$ cat src/rtl/core/acsf_pkg.sv
// ----------------------------------------------------------------------------
// acsf_pkg
// Shared constants, a type and a helper function of the adaptive smoothing filter.
// ----------------------------------------------------------------------------
package acsf_pkg;

   localparam int unsigned CHANNELS   = 12;
   localparam int unsigned CHAN_W     = 4;
   localparam int unsigned SAMPLE_W   = 16;
   localparam int unsigned DIFF_W     = SAMPLE_W + 1;
   localparam int unsigned HIST_AW    = (CHANNELS > 1) ? $clog2(CHANNELS) : 1;
   localparam int unsigned CHAN_EXT_W = CHAN_W + HIST_AW;
   localparam int unsigned THRESH_W   = 3;
   localparam int unsigned LZ_BASE    = 24;
   localparam int unsigned SMALL_W    = 32 - LZ_BASE;
   localparam int unsigned LZ_W       = $clog2(SMALL_W + 1);

   localparam logic [SAMPLE_W-1:0] SAMPLE_MASK = 16'hffc0;

   localparam int unsigned CSR_IDX_W  = 2;
   localparam int unsigned CSR_DATA_W = 3;

   localparam logic [CSR_IDX_W-1:0] CSR_SMOOTHING_OFF    = 2'd0;
   localparam logic [CSR_IDX_W-1:0] CSR_THRESHOLD_OFFSET = 2'd1;

   typedef struct packed {
      logic                en;
      logic [HIST_AW-1:0]  addr;
      logic [SAMPLE_W-1:0] data;
   } hist_wr_type;

   function automatic logic [LZ_W-1:0] lead_zeros(input logic [SMALL_W-1:0] v);
      logic [LZ_W-1:0] n;
      logic            hit;
      n   = '0;
      hit = 1'b0;
      for (int i = SMALL_W - 1; i >= 0; i--) begin
         if (!hit && !v[i]) begin
            n = n + LZ_W'(1);
         end else begin
            hit = 1'b1;
         end
      end
      return n;
   endfunction

endpackage

$ cat src/rtl/core/acsf_history.sv
// ----------------------------------------------------------------------------
// acsf_history
// Per-channel stored value, cleared at reset, one read and one write port.
// ----------------------------------------------------------------------------
module acsf_history (
   input  logic                             clock,
   input  logic                             reset,
   input  acsf_pkg::hist_wr_type            wr,
   input  logic [acsf_pkg::HIST_AW-1:0]     rd_addr,
   output logic [acsf_pkg::SAMPLE_W-1:0]    rd_data
);

   logic [acsf_pkg::SAMPLE_W-1:0] hist_ff [acsf_pkg::CHANNELS];
   logic                          rd_valid;

   always_ff @(posedge clock) begin
      if (reset) begin
         for (int i = 0; i < int'(acsf_pkg::CHANNELS); i++) begin
            hist_ff[i] <= '0;
         end
      end else if (wr.en) begin
         hist_ff[wr.addr] <= wr.data;
      end
   end

   assign rd_valid = (acsf_pkg::HIST_AW + 1)'(rd_addr) <
                     (acsf_pkg::HIST_AW + 1)'(acsf_pkg::CHANNELS);
   assign rd_data  = rd_valid ? hist_ff[rd_addr] : '0;

endmodule

$ cat src/rtl/core/acsf_step.sv
// ----------------------------------------------------------------------------
// acsf_step
// Update of one stored value: masked difference, small-step damping, bypass.
// ----------------------------------------------------------------------------
module acsf_step (
   input  logic [acsf_pkg::SAMPLE_W-1:0] old_value,
   input  logic [acsf_pkg::SAMPLE_W-1:0] raw_sample,
   input  logic                          smoothing_off,
   input  logic [acsf_pkg::THRESH_W-1:0] threshold_offset,
   output logic [acsf_pkg::SAMPLE_W-1:0] new_value
);

   logic [acsf_pkg::SAMPLE_W-1:0]    masked;
   logic [acsf_pkg::DIFF_W-1:0]      diff;
   logic [acsf_pkg::DIFF_W-1:0]      mag;
   logic                             small_step;
   logic [acsf_pkg::LZ_W-1:0]        lz;
   logic [acsf_pkg::LZ_W-1:0]        thresh;
   logic                             damp;
   logic [acsf_pkg::LZ_W-1:0]        sh;
   logic signed [acsf_pkg::SMALL_W:0] d_small;
   logic signed [acsf_pkg::SMALL_W:0] d_shifted;
   logic [acsf_pkg::SAMPLE_W-1:0]    damped;

   assign masked     = raw_sample & acsf_pkg::SAMPLE_MASK;
   assign diff       = {1'b0, masked} - {1'b0, old_value};
   assign mag        = diff[acsf_pkg::DIFF_W-1] ? (acsf_pkg::DIFF_W'(0) - diff) : diff;
   assign small_step = (mag[acsf_pkg::DIFF_W-1:acsf_pkg::SMALL_W] == '0);
   assign lz         = acsf_pkg::lead_zeros(mag[acsf_pkg::SMALL_W-1:0]);
   assign thresh     = acsf_pkg::LZ_W'(threshold_offset);
   assign damp       = small_step && (lz > thresh);
   assign sh         = lz - thresh;
   assign d_small    = signed'(diff[acsf_pkg::SMALL_W:0]);
   assign d_shifted  = d_small >>> sh;
   assign damped     = old_value + acsf_pkg::SAMPLE_W'(d_shifted);

   always_comb begin
      if (smoothing_off || !damp) begin
         new_value = masked;
      end else begin
         new_value = damped;
      end
   end

endmodule

$ cat src/rtl/core/adaptive_cv_smoothing_filter.sv
// An accepted word passes the input and result registers. Throughput: one
// word per cycle while rsp_ready is high; the stored value is read and
// written in the same cycle, so consecutive words on one channel follow
// back to back. Reset: synchronous; clears all stored values, the pipeline
// and both configuration registers (smoothing on, threshold offset 0).
// ----------------------------------------------------------------------------
// adaptive_cv_smoothing_filter
// Top level: input register, per-channel update, result register, CSR port.
// ----------------------------------------------------------------------------
module adaptive_cv_smoothing_filter (
   input  logic                            clock,
   input  logic                            reset,
   input  logic                            req_valid,
   output logic                            req_ready,
   input  logic [acsf_pkg::CHAN_W-1:0]     req_channel,
   input  logic [acsf_pkg::SAMPLE_W-1:0]   req_raw_sample,
   output logic                            rsp_valid,
   input  logic                            rsp_ready,
   output logic [acsf_pkg::CHAN_W-1:0]     rsp_channel_out,
   output logic [acsf_pkg::SAMPLE_W-1:0]   rsp_filtered_value,
   input  logic                            csr_valid,
   output logic                            csr_ready,
   input  logic [acsf_pkg::CSR_IDX_W-1:0]  csr_index,
   input  logic [acsf_pkg::CSR_DATA_W-1:0] csr_wdata
);

   logic                            s1_valid_ff, s1_valid_in;
   logic [acsf_pkg::CHAN_W-1:0]     s1_channel_ff;
   logic [acsf_pkg::SAMPLE_W-1:0]   s1_sample_ff;
   logic                            rsp_valid_ff, rsp_valid_in;
   logic [acsf_pkg::CHAN_W-1:0]     rsp_channel_ff;
   logic [acsf_pkg::SAMPLE_W-1:0]   rsp_value_ff, rsp_value_in;
   logic                            smoothing_off_ff, smoothing_off_in;
   logic [acsf_pkg::THRESH_W-1:0]   threshold_offset_ff, threshold_offset_in;

   logic                              advance;
   logic                              take;
   logic [acsf_pkg::CHAN_EXT_W-1:0]   ch_ext;
   logic                              in_range;
   logic [acsf_pkg::SAMPLE_W-1:0]     hist_rd_data;
   logic [acsf_pkg::SAMPLE_W-1:0]     new_value;
   acsf_pkg::hist_wr_type             hist_wr;

   assign advance   = s1_valid_ff && (!rsp_valid_ff || rsp_ready);
   assign req_ready = !s1_valid_ff || advance;
   assign take      = req_valid && req_ready;
   assign csr_ready = 1'b1;

   assign ch_ext   = acsf_pkg::CHAN_EXT_W'(s1_channel_ff);
   assign in_range = ch_ext < acsf_pkg::CHAN_EXT_W'(acsf_pkg::CHANNELS);

   acsf_history u_history (
      .clock   (clock),
      .reset   (reset),
      .wr      (hist_wr),
      .rd_addr (ch_ext[acsf_pkg::HIST_AW-1:0]),
      .rd_data (hist_rd_data)
   );

   acsf_step u_step (
      .old_value        (hist_rd_data),
      .raw_sample       (s1_sample_ff),
      .smoothing_off    (smoothing_off_ff),
      .threshold_offset (threshold_offset_ff),
      .new_value        (new_value)
   );

   always_comb begin
      hist_wr.en   = advance && in_range;
      hist_wr.addr = ch_ext[acsf_pkg::HIST_AW-1:0];
      hist_wr.data = new_value;
   end

   always_comb begin
      s1_valid_in  = take || (s1_valid_ff && !advance);
      rsp_valid_in = advance || (rsp_valid_ff && !rsp_ready);
      rsp_value_in = in_range ? new_value : '0;
   end

   always_comb begin
      smoothing_off_in    = smoothing_off_ff;
      threshold_offset_in = threshold_offset_ff;
      if (csr_valid && csr_ready) begin
         case (csr_index)
            acsf_pkg::CSR_SMOOTHING_OFF: begin
               smoothing_off_in = csr_wdata[0];
            end
            acsf_pkg::CSR_THRESHOLD_OFFSET: begin
               threshold_offset_in = csr_wdata[acsf_pkg::THRESH_W-1:0];
            end
            default: begin
            end
         endcase
      end
   end

   always_ff @(posedge clock) begin
      if (reset) begin
         s1_valid_ff         <= 1'b0;
         rsp_valid_ff        <= 1'b0;
         smoothing_off_ff    <= 1'b0;
         threshold_offset_ff <= '0;
      end else begin
         s1_valid_ff         <= s1_valid_in;
         rsp_valid_ff        <= rsp_valid_in;
         smoothing_off_ff    <= smoothing_off_in;
         threshold_offset_ff <= threshold_offset_in;
      end
   end

   always_ff @(posedge clock) begin
      if (take) begin
         s1_channel_ff <= req_channel;
         s1_sample_ff  <= req_raw_sample;
      end
      if (advance) begin
         rsp_channel_ff <= s1_channel_ff;
         rsp_value_ff   <= rsp_value_in;
      end
   end

   assign rsp_valid          = rsp_valid_ff;
   assign rsp_channel_out    = rsp_channel_ff;
   assign rsp_filtered_value = rsp_value_ff;

   a_oor_zero: assert property (@(posedge clock) disable iff (reset)
      (advance && !in_range) |=> (rsp_valid && rsp_filtered_value == '0))
      else $error("out-of-range channel produced nonzero value");

   a_hist_matches_rsp: assert property (@(posedge clock) disable iff (reset)
      hist_wr.en |=> (rsp_valid && rsp_filtered_value == $past(hist_wr.data)))
      else $error("stored value differs from response word");

   a_bypass: assert property (@(posedge clock) disable iff (reset)
      (advance && in_range && smoothing_off_ff) |=>
         (rsp_filtered_value == $past(s1_sample_ff & acsf_pkg::SAMPLE_MASK)))
      else $error("bypass value is not the masked sample");

endmodule
$ cat config.mk
export PLATFORM = sky130hd
export DESIGN_NAME = adaptive_cv_smoothing_filter
export DESIGN_NICKNAME = d
export VERILOG_FILES = /design/src/rtl/core/acsf_pkg.sv /design/src/rtl/core/acsf_history.sv /design/src/rtl/core/acsf_step.sv /design/src/rtl/core/adaptive_cv_smoothing_filter.sv
export SDC_FILE = /design/constraint.sdc
export NUM_CORES = 1
export LEC_CHECK = 0
export ABC_AREA = 1
export BUFFER_PORTS_ARGS = -buffer_cell sky130_fd_sc_hd__buf_2
export CELL_PAD_IN_SITES_DETAIL_PLACEMENT = 1
export CELL_PAD_IN_SITES_GLOBAL_PLACEMENT = 1
export CORE_MARGIN = 1
export CORE_UTILIZATION = 53
export DETAILED_ROUTE_END_ITERATION = 7
export PLACE_DENSITY = 0.95
export SETUP_SLACK_MARGIN = 0.2
export SLEW_MARGIN = 30
export SYNTH_ARGS = -nofsm -noshare
export SYNTH_HDL_FRONTEND = slang
export SYNTH_SLANG_ARGS = --single-unit
$ cat constraint.sdc
create_clock -name clock -period 28.9 [get_ports clock]
set_clock_uncertainty 0.15 [all_clocks]
set_input_delay 5.78 -clock clock [delete_from_list [all_inputs] [get_ports clock]]
set_output_delay 5.78 -clock clock [all_outputs]
set_load 0.02 [all_outputs]
# Yosys cells after proc, flatten, opt, wreduce, memory -nomap -nowiden
# Memories as Yosys holds them, arrays and structs flattened. A register that Yosys moved wholly into a read port is not among the register bits.
# Cells that the tools add are included.
[totals]
n_memories = 1
in_bits = 30
output_inout_bits = 23
ram_bits = 192
word_cells = 94
reg_bits = 46
[op_classes]
n_reduce_logical = 42
n_eq_ne = 1
add_sub_neg = 11
mux = 27
n_shift = 1
order_cmp = 3
[mem_list]
columns = ["name", "depth", "width", "read_ports", "rd_clocked_by_memory_dff", "wr", "line_no", "source"]
rows = [
  ["u_history.hist_ff", 12, 16, 1, 1, 12, "acsf_history.sv:13", "logic [acsf_pkg::SAMPLE_W-1:0] hist_ff [acsf_pkg::CHANNELS];"],
]
[op_table]
columns = ["cell", "count"]
rows = [
  ["$mux W16", 3],
  ["$mux W4", 9],
  ["$add A4 B1 Y4 const B", 7],
  ["$logic_not A1 Y1", 19],
  ["$mux W17", 1],
  ["$sub A1 B17 Y17 const A", 1],
  ["$sub A16 B16 Y17", 1],
  ["$add A16 B16 Y16", 1],
  ["$reduce_or A16 Y1", 1],
  ["$mux W1", 14],
  ["$logic_and A1 B1 Y1", 13],
  ["$logic_not A9 Y1", 1],
  ["$sshr A9 B4 Y9", 1],
  ["$lt A4 B4 Y1 const B", 2],
  ["$logic_or A1 B1 Y1", 5],
  ["$gt A4 B3 Y1", 1],
  ["$reduce_and A2 Y1", 2],
  ["$sub A4 B3 Y4", 1],
  ["$eq A2 B1 Y1 const B", 1],
  ["$logic_not A2 Y1", 1],
]

# Depth between registers and ports, before layout
# Gate-level depths: netlist (run 1).
[depth]
depth_word = 32
depth_mapped = 71
ltp_nobuf = 67

# Hierarchy
# Synthesis (run 1) repeated with hierarchy kept, for this count alone.
[unflattened]
cells_unflattened = 1685
area_unflattened_um2 = 13938.4
[modules_own_cells]
columns = ["module", "instances", "area_per_inst_um2", "seq_area_each_um2", "cells_each"]
rows = [
  ["acsf_history", 1, 9067.4, 5765.5, 988],
  ["acsf_step", 1, 3246.9, 0.0, 578],
  ["adaptive_cv_smoothing_filter", 1, 1624.1, 1321.3, 119],
]

# Worst setup path before layout (run 1)
# No wires, ideal clock.
[synth_timing]
path_kind = "input to output"
start = "input port rsp_ready"
end = "output port req_ready"
path_stages = 2
t_required_ps = 22970
n_path_buf = 0
arrival_time_ps = 6053
path_slack_ps = 16917
path_cell_list = "inv_1 > nand3_1"
[synth_between]
elab_chain_cells = 3
[synth_rtl]
columns = ["item", "line_no", "source"]
rows = [
  ["start: declaration", "adaptive_cv_smoothing_filter.sv:18", "input logic rsp_ready,"],
  ["$logic_or A1 B1 Y1", "adaptive_cv_smoothing_filter.sv:44", "assign advance = s1_valid_ff && (!rsp_valid_ff || rsp_ready);"],
  ["$logic_and A1 B1 Y1", "adaptive_cv_smoothing_filter.sv:44", ""],
  ["$logic_or A1 B1 Y1", "adaptive_cv_smoothing_filter.sv:45", "assign req_ready = !s1_valid_ff || advance;"],
  ["end: declaration", "adaptive_cv_smoothing_filter.sv:14", "output logic req_ready,"],
]
# Every way passes these cells.

==> summary.txt, run 1 <==
CTS
  – Max Root-Sink Buffers: 3
  – Num CTS Buffers: 31
  – Worst-path clk slew: 0.07 ns
  – H-Tree Depth: 1
  – Setup Buffers After CTS: 0
  – Clk_lat worst skew: 0.61 ns
  – CTS Hold Bufs: 0
  – Total clock sinks: 300
  – Clk root buf: clkbuf_16
  – CTS tree: yes
  – Cts repair resizes: 0

Worst setup path
  – Startpoint type of the worst setup path: register
  – Worst Path Class, Setup: register to register
  – Worst path max stage delay: 0.87 ns
  – Critical path's slowest cell: buf_4
  – Worst path most repeated cell: nand2_1
  – FF-to-FF path depth: 61
  – Req. time, crit path: 29.08 ns
  – Crit path capture type: register
  – CP Max Fanout: 85
  – WP data arrival: 14.18 ns

STA
  – Highest clock rate: 0.0714 GHz
  – Final worst path period share: 48.5%
  – Final hold vios: 0
  – Setup TNS: 0 ns
  – Pins Over Slew Limit: 0
  – RSZ-0062 raised after global routing: false
  – Worst-Margin Slew: 1.11 ns
  – Final min period: 14.01 ns
  – Normalized max-slew margin: 25.7%
  – Setup Viol. Count Final: 0

Run
  – Max-cap violations: 0

Final layout
  – Design Area, Final: 17500 um^2
  – # nets final: 1833
  – N_diodes: 0
  – Post-layout util: 59.0%
  – Layout cell share with drive strength beyond 1: 14.9%
  – Layout overhead on the synthesized area: 9.45%

Min path
  – Hold depth: 2
  – Min-Delay Path Class: register to register

Route
  – Post-DRT Antenna Nets: 0
  – Vias: 13800
  – DR vias/cell: 6.36
  – Wire per inst: 26.3 um
  – Final WL: 57.2 mm
  – DRC viols: 0
  – First-pass DRT Iterations: 5
  – Initial DRC Count: 1559

Yosys
  – Fraction of registers with async set/reset: 0%
  – Post-synth EDFFs: 290
  – Commonest register cell after synthesis: edfxtp_1
  – Distinct cells, synth: 44
  – Register bit total from synthesis: 300
  – Synth Warn #: 0
  – Cell area after synthesis: 16000 um^2
  – Synthesized instance count: 1702
  – Syn_area_per_cell: 9.38 um^2
  – Sequential-to-total area share from yosys stat: 55.8%

Power and ir drop
  – Peak VDD IR: 86.3 uV
  – Leakage: 0.00714 uW
  – Power Dens Cells: 83.2 nW/um^2
  – Power, Total: 1450 uW

Global routing
  – First-pass GRT wire length: 87.1 mm
  – Gr usage total: 37.7%
  – Largest net degree at the start of global routing: 86
  – Vias in the first global route: 14900
  – Antenna violations before repair: 0
  – Grt ovf: 0

Placed design
  – GPL Wtd Cong: 0.857
  – Count of input and output buffers: 45
  – DP Area: 16500 um^2
  – HPWL Detailed: 33.4 mm

Floorplan
  – Die area: 30800 um^2
  – Core area: 29600 um^2
  – Die H: 176 um
  – Num ports: 53
  – Starting Density: 53.9%
  – Die outline width: 176 um
  – Row Count: 63

Status
  – Outcome: complete, no violations
==> Yosys cell counts, types with 2 or more instances <==
cell | n | share of area, %
o21bai_1 | 3 | 0.14
nor3_1 | 7 | 0.22
nand4_1 | 7 | 0.27
a21oi_1 | 47 | 1.5
nand2_2 | 29 | 1.1
xnor2_1 | 7 | 0.38
o21ai_1 | 7 | 0.22
nor2_1 | 256 | 6.0
o221ai_1 | 23 | 1.3
clkinv_1 | 2 | 0.047
fa_1 | 2 | 0.25
buf_6 | 16 | 1.1
clkbuf_1 | 52 | 1.2
ha_1 | 37 | 2.9
conb_1 | 2 | 0.047
nor2_4 | 8 | 0.56
dfxtp_1 | 10 | 1.3
nand3_4 | 2 | 0.22
nand2_1 | 307 | 7.2
xor2_1 | 16 | 0.88
o21ai_0 | 119 | 3.7
nand3_1 | 113 | 3.5
edfxtp_1 | 290 | 55
nor2_2 | 77 | 3.0
buf_4 | 8 | 0.38
inv_1 | 155 | 3.6
a21o_1 | 4 | 0.19
o211ai_1 | 18 | 0.85
buf_2 | 12 | 0.38
nand3_2 | 12 | 0.75
inv_2 | 22 | 0.52
o22ai_1 | 18 | 0.71
a31oi_1 | 2 | 0.078
a21boi_0 | 2 | 0.094
==> report_power, final <==
part           internal (uW)  switching, uW
combinational            163            379
sequential               499           11.2
clock                    215            186
==> placed cells by master (no fill, tap or decap), types with 9 or more instances in the layout <==
| master | n |
|---|---|
| inv_1 | 154 |
| o21ai_0 | 119 |
| nand2_2 | 38 |
| nand3_2 | 12 |
| inv_2 | 22 |
| nor2_1 | 256 |
| buf_2 | 45 |
| xor2_1 | 16 |
| a21oi_1 | 46 |
| o211ai_1 | 18 |
| ha_1 | 37 |
| buf_4 | 9 |
| nand2_1 | 298 |
| o221ai_1 | 23 |
| conb_1 | 65 |
| clkbuf_16 | 31 |
| nand3_1 | 113 |
| nor2_2 | 77 |
| o22ai_1 | 18 |
| edfxtp_1 | 290 |
==> state kept, by name, summed over array words and instances, names as in the netlist, named ones only <==
register             flops
u_history.hist_ff      256
rsp_filtered_value      16
s1_sample_ff            10
rsp_channel_out          4
s1_channel_ff            4
threshold_offset_ff      3
rsp_valid                1
s1_valid_ff              1
smoothing_off_ff         1
==> cell families (layout without fill, tap and decap cells) <==
| group | after synthesis | count (layout) | synth area share, % |
|---|---|---|---|
| compound gates | 246 | 246 | 8.89 |
| flops | 300 | 300 | 55.8 |
| buf+inv | 267 | 288 | 7.31 |
| xor+xnor | 24 | 24 | 1.36 |
| mux | 1 | 1 | 0.0705 |
| simple gates | 823 | 823 | 23.4 |
| other cells | 2 | 65 | 0.0470 |
| fa+ha+maj | 39 | 39 | 3.15 |
==> layout make-up <==
cell class / instances / area, um^2
clock buffer: 38 / 802
clock inverter: 17 / 153
fill: 3393 / 12200
inverter: 179 / 673
multi-input combinational: 1198 / 6150
sequential: 300 / 8910
tap: 390 / 488
timing repair buffer: 54 / 293
==> per-stage QoR <==
| step | setup slack (ns) | hold slack [ns] | cells |
|---|---|---|---|
| detailed placement | 15.76 | 0.349 | 2121 |
| global placement | 16.37 | 0.313 | 2121 |
| CTS | 15.25 | 0.358 | 2176 |
| global route | 14.17 | 0.360 | 2176 |
| floorplan | 16.92 | 0.285 | 1765 |
| finish | 14.89 | 0.357 | 2176 |
==> final timing paths <==
check,start,to,slack [ns]
worst max-delay path,register,u_history.hist_ff[14][14],14.89
worst min-delay path,threshold_offset_ff[2],threshold_offset_ff[2],0.36
worst max register to register,register,u_history.hist_ff[14][14],14.89
worst min register to register,threshold_offset_ff[2],threshold_offset_ff[2],0.36
==> worst max-delay path, delay by kind of cell (launching register included) <==
family	cells	cell delay (ns)
buffers and inverters	11	2.61
adders and majority gates	9	2.75
DFF	1	0.51
muxes	1	0.29
and+or+nand+nor	19	2.60
AOI/OAI and AO/OA	20	4.51
xor gates and xnor gates	1	0.17
==> routing by layer <==
metal  share of wire (%)  global-route usage [%]
met4                 6.7                    23.7
met2                  48                    62.7
met3                  10                    8.74
met1                  35                    44.2
met5                   0                       0
No activity file was read; power rests on OpenSTA's default activity.
==> run 2, diff against run 1 <==
--- a/config.mk
+++ b/config.mk
@@ -10,9 +10,9 @@
 export CELL_PAD_IN_SITES_DETAIL_PLACEMENT = 1
 export CELL_PAD_IN_SITES_GLOBAL_PLACEMENT = 1
 export CORE_MARGIN = 1
-export CORE_UTILIZATION = 53
+export CORE_UTILIZATION = 49
 export DETAILED_ROUTE_END_ITERATION = 7
-export PLACE_DENSITY = 0.95
+export PLACE_DENSITY = 0.9
 export SETUP_SLACK_MARGIN = 0.2
 export SLEW_MARGIN = 30
 export SYNTH_ARGS = -nofsm -noshare
==> constraint.sdc (replaced) <==
create_clock -name clock -period 13.3 [get_ports clock]
set_clock_uncertainty 0.15 [all_clocks]
set_input_delay 2.66 -clock clock [delete_from_list [all_inputs] [get_ports clock]]
set_output_delay 2.66 -clock clock [all_outputs]
set_load 0.02 [all_outputs]
==> summary.txt, run 2 (synthesis results as in run 1) <==
Status
  – Outcome: complete, no violations

STA
  – Pins Over Slew Limit: 0 (unchanged)
  – Final hold vios: 0 (unchanged)
  – Setup Viol. Count Final: 0 (unchanged)
  – RSZ-0062 raised after global routing: false
  – Normalized max-slew margin: 30.7% (+5.0 points)
  – Highest clock rate: 0.0819 GHz (+15%)
  – Worst-Margin Slew: 1.04 ns (-0.0745 ns)
  – Setup TNS: 0 ns (unchanged)
  – Final worst path period share: 91.8% (+43 points)
  – Final min period: 12.21 ns (-1.80 ns)

Final layout
  – # nets final: 1838 (+0.27%)
  – Commonest non-fill, non-tap cell in the layout: nand2_1
  – Most frequent cells in the layout: 307 x nand2_1, 290 x edfxtp_1, 256 x nor2_1, 153 x inv_1, 119 x o21ai_0
  – N_diodes: 0 (unchanged)
  – Max FFs per register: 256 (unchanged)
  – Design Area, Final: 17500 um^2 (+0.18%)
  – Layout cell share with drive strength beyond 1: 14.5% (-0.38 points)
  – Layout overhead on the synthesized area: 9.65%
  – Largest register by flop count: u_history.hist_ff

Global routing
  – Vias in the first global route: 13800 (-7.0%)
  – Largest net degree at the start of global routing: 129 (+50%)
  – Grt ovf: 0 (unchanged)
  – First-pass GRT wire length: 75.1 mm (-14%)
  – Antenna violations before repair: 0 (unchanged)
  – Gr usage total: 29.4% (-8.4 points)

Power and ir drop
  – Int Power: 1860 uW (+110%)
  – Power Dens Cells: 173 nW/um^2 (+110%)
  – Leakage: 0.00714 uW (about the same)
  – Sequential Power Share: 36.4% (+1.3 points)
  – Peak VDD IR: 149 uV (+72%)
  – Gate power share: 37.2% (about the same)
  – P_sw: 1160 uW (+100%)
  – Clk pwr share: 26.4% (-1.2 points)
  – Net Sw Frac: 38.4% (-1.3 points)

CTS
  – CTS Hold Bufs: 0 (unchanged)
  – Setup Buffers After CTS: 0 (unchanged)
  – CTS tree: yes
  – Clk root buf: clkbuf_16
  – Max Root-Sink Buffers: 3 (unchanged)
  – H-Tree Depth: 1 (unchanged)
  – Worst-path clk slew: 0.06 ns (about the same)
  – Num CTS Buffers: 31 (unchanged)
  – Total clock sinks: 300 (unchanged)
  – Clk_lat worst skew: 0.58 ns (-0.03 ns)
  – Cts repair resizes: 0 (unchanged)

Worst setup path
  – WP data arrival: 12.33 ns (-1.85 ns)
  – CP Max Fanout: 41 (-52%)
  – Worst Path Class, Setup: register to register
  – Req. time, crit path: 13.42 ns (-15.66 ns)
  – Crit path capture type: register
  – Worst path most repeated cell: a21oi_1
  – Worst path max stage delay: 0.78 ns (-0.09 ns)
  – Startpoint type of the worst setup path: register
  – Flop-to-flop setup slack: 1.09 ns (-13.80 ns)
  – Critical path's slowest cell: fa_1

Min path
  – Min-Delay Path Class: register to register
  – Origin of the worst min-delay path: s1_valid_ff

Floorplan
  – Row Count: 65 (+3.2%)
  – Core area: 31800 um^2 (+7.3%)
  – Die outline width: 183 um (+4.0%)
  – Die H: 183 um (+4.0%)
  – Die area: 33300 um^2 (+8.1%)
  – Num ports: 53 (unchanged)
  – Starting Density: 50.2% (-3.7 points)

Placed design
  – Count of input and output buffers: 45 (unchanged)
  – DP Area: 16600 um^2 (+0.72%)
  – HPWL Detailed: 31.0 mm (-7.1%)
  – GPL Wtd Cong: 0.872 (+1.7%)

Route
  – Vias: 12800 (-7.8%)
  – First-pass DRT Iterations: 5 (unchanged)
  – Initial DRC Count: 1030 (-34%)
  – DRC viols: 0 (unchanged)
  – DR vias/cell: 5.74 (-9.8%)
  – Wire per inst: 21.7 um (-17%)
  – Post-DRT Antenna Nets: 0 (unchanged)
  – Final WL: 48.3 mm (-16%)

Run
  – Max-cap violations: 0 (unchanged)
run 2: cell types whose count changed in the layout (fill, tap and decap cells not counted), sizes merged:
cell | before | now
inv | 178 | 177
clkinv | 14 | 22
buf | 54 | 59
bufinv | 2 | 0
clkbuf | 38 | 35
clkinvlp | 2 | 0
run 2: metrics by stage:
| step | setup slack [ns] | utilization [%] | hold WS, ns | std cells | total power [uW] |
|---|---|---|---|---|---|
| global placement | 1.74 | 52.3 | 0.304 | 2171 | 2150 |
| CTS | 1.15 | 55.1 | 0.340 | 2226 | 3010 |
| finish | 1.09 | 55.1 | 0.335 | 2226 | 3020 |
| global route | 0.266 | 55.1 | 0.355 | 2226 | 3170 |
| floorplan | 3.04 | - | 0.285 | 1765 | 1960 |
| detailed placement | 1.26 | 52.3 | 0.339 | 2171 | 2210 |
run 2: power groups by stage:
| stage | logic, uW | registers, uW | clock network, uW |
|---|---|---|---|
| 3_3_place_gp | 1030 | 1120 | 0 |
| 4_1_cts | 1110 | 1100 | 798 |
| 2_1_floorplan | 845 | 1120 | 0 |
| 5_1_grt | 1240 | 1100 | 825 |
| 3_5_place_dp | 1090 | 1120 | 0 |
| 6_report | 1120 | 1100 | 797 |
run 2: worst max-delay path, delay by kind of cell (launching register included):
| kind | cells | cell delay [ns] |
|---|---|---|
| compound gates | 24 | 4.49 |
| xor+xnor | 1 | 0.18 |
| fa+ha+maj | 9 | 3.07 |
| buf+inv | 8 | 1.37 |
| flops | 1 | 0.35 |
| mux | 1 | 0.29 |
| simple gates | 17 | 1.98 |
run 2: area by class of cell:
cell class | instances | area (um^2)
Clock buffer | 35 | 791
Timing Repair Buffer | 59 | 355
Sequential cell | 300 | 8910
Clock inverter | 20 | 97.6
Inverter | 179 | 674
Fill cell | 3642 | 14300
Multi-Input combinational cell | 1198 | 6130
Tap cell | 435 | 544
run 2: final timing paths:
path	end	cells after the start
max	u_history.hist_ff[0][14]	60
min	rsp_valid	2
max reg2reg	u_history.hist_ff[0][14]	60
min reg2reg	rsp_valid	2
run 2: metal layers:
metal / global-route usage [%] / vias to the layer above / part of all wire [%]
met3: 4.33 / 137 / 6.6
li1: - / 5776 / -
met4: 12.8 / 0 / 3.8
met2: 53.4 / 530 / 52
met1: 34.3 / 6329 / 38
met5: 0 / - / 0
==> run 3, diff against run 2 <==
--- a/config.mk
+++ b/config.mk
@@ -7,12 +7,13 @@
 export LEC_CHECK = 0
 export ABC_AREA = 1
 export BUFFER_PORTS_ARGS = -buffer_cell sky130_fd_sc_hd__buf_2
+export CAP_MARGIN = 0
 export CELL_PAD_IN_SITES_DETAIL_PLACEMENT = 1
 export CELL_PAD_IN_SITES_GLOBAL_PLACEMENT = 1
 export CORE_MARGIN = 1
-export CORE_UTILIZATION = 49
+export CORE_UTILIZATION = 30
 export DETAILED_ROUTE_END_ITERATION = 7
-export PLACE_DENSITY = 0.9
+export PLACE_DENSITY = 0.65
 export SETUP_SLACK_MARGIN = 0.2
 export SLEW_MARGIN = 30
 export SYNTH_ARGS = -nofsm -noshare
==> summary.txt, run 3 (synthesis results as in run 1) <==
Status
  – Outcome: complete, no violations

CTS
  – CTS tree: yes
  – Worst-path clk slew: 0.06 ns (about the same)
  – Max Root-Sink Buffers: 3 (unchanged)
  – H-Tree Depth: 2 (+1)
  – Clk root buf: clkbuf_16
  – Clk_lat worst skew: 0.53 ns (-0.05 ns)
  – Num CTS Buffers: 34 (+9.7%)
  – Total clock sinks: 300 (unchanged)

Floorplan
  – Row Count: 84 (+29%)
  – Core area: 52600 um^2 (+65%)
  – Die outline width: 233 um (+27%)
  – Num ports: 53 (unchanged)
  – Die H: 233 um (+27%)
  – Starting Density: 30.4% (-20 points)
  – Die area: 54100 um^2 (+63%)

Route
  – DRC viols: 0 (unchanged)
  – Wire per inst: 18.6 um (-15%)
  – Vias: 12200 (-4.2%)
  – Post-DRT Antenna Nets: 0 (unchanged)
  – Final WL: 46.1 mm (-4.5%)
  – First-pass DRT Iterations: 5 (unchanged)
  – DR vias/cell: 4.92 (-14%)
  – Initial DRC Count: 702 (-32%)

STA
  – Setup Viol. Count Final: 0 (unchanged)
  – Pins Over Slew Limit: 0 (unchanged)
  – Final worst path period share: 90.1% (-1.7 points)
  – Worst-Margin Slew: 0.980 ns (-0.0574 ns)
  – Normalized max-slew margin: 34.5% (+3.8 points)
  – Setup TNS: 0 ns (unchanged)
  – Final hold vios: 0 (unchanged)
  – Highest clock rate: 0.0834 GHz (+1.8%)
  – RSZ-0062 raised after global routing: false
  – Final min period: 11.99 ns (-0.221 ns)

Final layout
  – Layout cell share with drive strength beyond 1: 15.1% (+0.55 points)
  – Max FFs per register: 256 (unchanged)
  – N_diodes: 0 (unchanged)
  – Number of fill cells: 6120 (+68%)
  – Largest register by flop count: u_history.hist_ff
  – Commonest non-fill, non-tap cell in the layout: nand2_1
  – Layout overhead on the synthesized area: 13.4%
  – # nets final: 1844 (+0.33%)
  – Most frequent cells in the layout: 301 x nand2_1, 290 x edfxtp_1, 256 x nor2_1, 155 x inv_1, 119 x o21ai_0

Worst setup path
  – Crit path capture type: register
  – CP Max Fanout: 67 (+63%)
  – Worst path most repeated cell: nand2_1
  – Worst Path Class, Setup: register to register
  – Worst path buffer plus inverter count: 9 (+1)
  – Worst path max stage delay: 0.62 ns (-0.16 ns)
  – CP delay by family, top: compound AO/OA/AOI/OAI gates
  – Req. time, crit path: 13.39 ns (-0.03 ns)
  – Startpoint type of the worst setup path: register
  – WP data arrival: 12.08 ns (-0.25 ns)
  – Critical path's slowest cell: dfxtp_4

Placed design
  – Count of input and output buffers: 45 (unchanged)
  – GPL Wtd Cong: 0.813 (-6.8%)
  – HPWL Detailed: 30.1 mm (-3.0%)

Global routing
  – Largest net degree at the start of global routing: 80 (-38%)
  – Vias in the first global route: 12800 (-7.6%)
  – Gr usage total: 17.2% (-12 points)
  – First-pass GRT wire length: 71.5 mm (-4.8%)
  – Grt ovf: 0 (unchanged)
  – Antenna violations before repair: 1 (+1)

Power and ir drop
  – Leakage: 0.00727 uW (+1.8%)
  – Power Dens Cells: 174 nW/um^2 (+0.61%)
  – Peak VDD IR: 148 uV (-0.35%)
  – Power, Total: 3140 uW (+4.1%)

Run
  – Max-cap violations: 0 (unchanged)

Min path
  – Min-Delay Path Class: register to register
-- run 3: path summary, 6_finish.rpt --
| kind | startpoint | end | slack (ns) | cells after the start |
|---|---|---|---|---|
| setup / recovery | register | u_history.hist_ff[8][14] | 1.31 | 60 |
| hold / removal | threshold_offset_ff[2] | threshold_offset_ff[2] | 0.32 | 2 |
| setup reg to reg | register | u_history.hist_ff[8][14] | 1.31 | 60 |
| hold reg to reg | threshold_offset_ff[2] | threshold_offset_ff[2] | 0.32 | 2 |
-- run 3: repair_timing --
item	4_1_cts	5_1_grt
setup buffers	0	1
resized for setup	0	6
hold endpoints to repair	0	0
hold buffers	0	0
setup endpoints to repair	0	34
-- run 3: per-layer routing --
| layer | track usage, % | part of all wire (%) | up-vias |
|---|---|---|---|
| li1 | - | - | 5785 |
| met2 | 31.4 | 51 | 252 |
| met5 | 0 | 0.020 | - |
| met4 | 5.31 | 2.5 | 2 |
| met3 | 2.18 | 4.0 | 71 |
| met1 | 20.9 | 43 | 6129 |
-- run 3: cell type report --
type	instances	area, um^2	share of cell area, %
sequential	300	8910	49.2
clock inverter	15	140	0.774
inverter	179	691	3.81
timing repair buffer	62	398	2.20
tap	688	861	4.75
clock buffer	45	956	5.28
multi-input combinational	1198	6150	33.9
-- run 3: through the flow --
stage                     util, %  worst slack (ns)  hold WS, ns  std cells  area (um^2)
after floorplan                 -              3.04        0.285       1765        16200
after global placement       32.3              1.18        0.321       2426        17000
after detailed placement     32.3             0.836        0.320       2426        17000
after CTS                    34.4             0.792        0.329       2486        18100
after global routing         34.5             0.241        0.361       2487        18100
final                        34.5              1.31        0.321       2487        18100
-- run 3: worst reg2reg max path: cells and delay by family (launching register included) --
kind | cells | cell delay [ns]
compound gates | 22 | 4.44
xor+xnor | 1 | 0.16
fa+ha+maj | 9 | 2.57
buf+inv | 9 | 1.28
flops | 1 | 0.62
mux | 1 | 0.30
simple gates | 18 | 2.19
-- run 3: where the power goes --
part           leakage (uW)  switching (uW)  internal (uW)
sequential          0.00301            16.6           1080
clock              0.000536             385            562
combinational       0.00372             740            355
total               0.00727            1140           2000
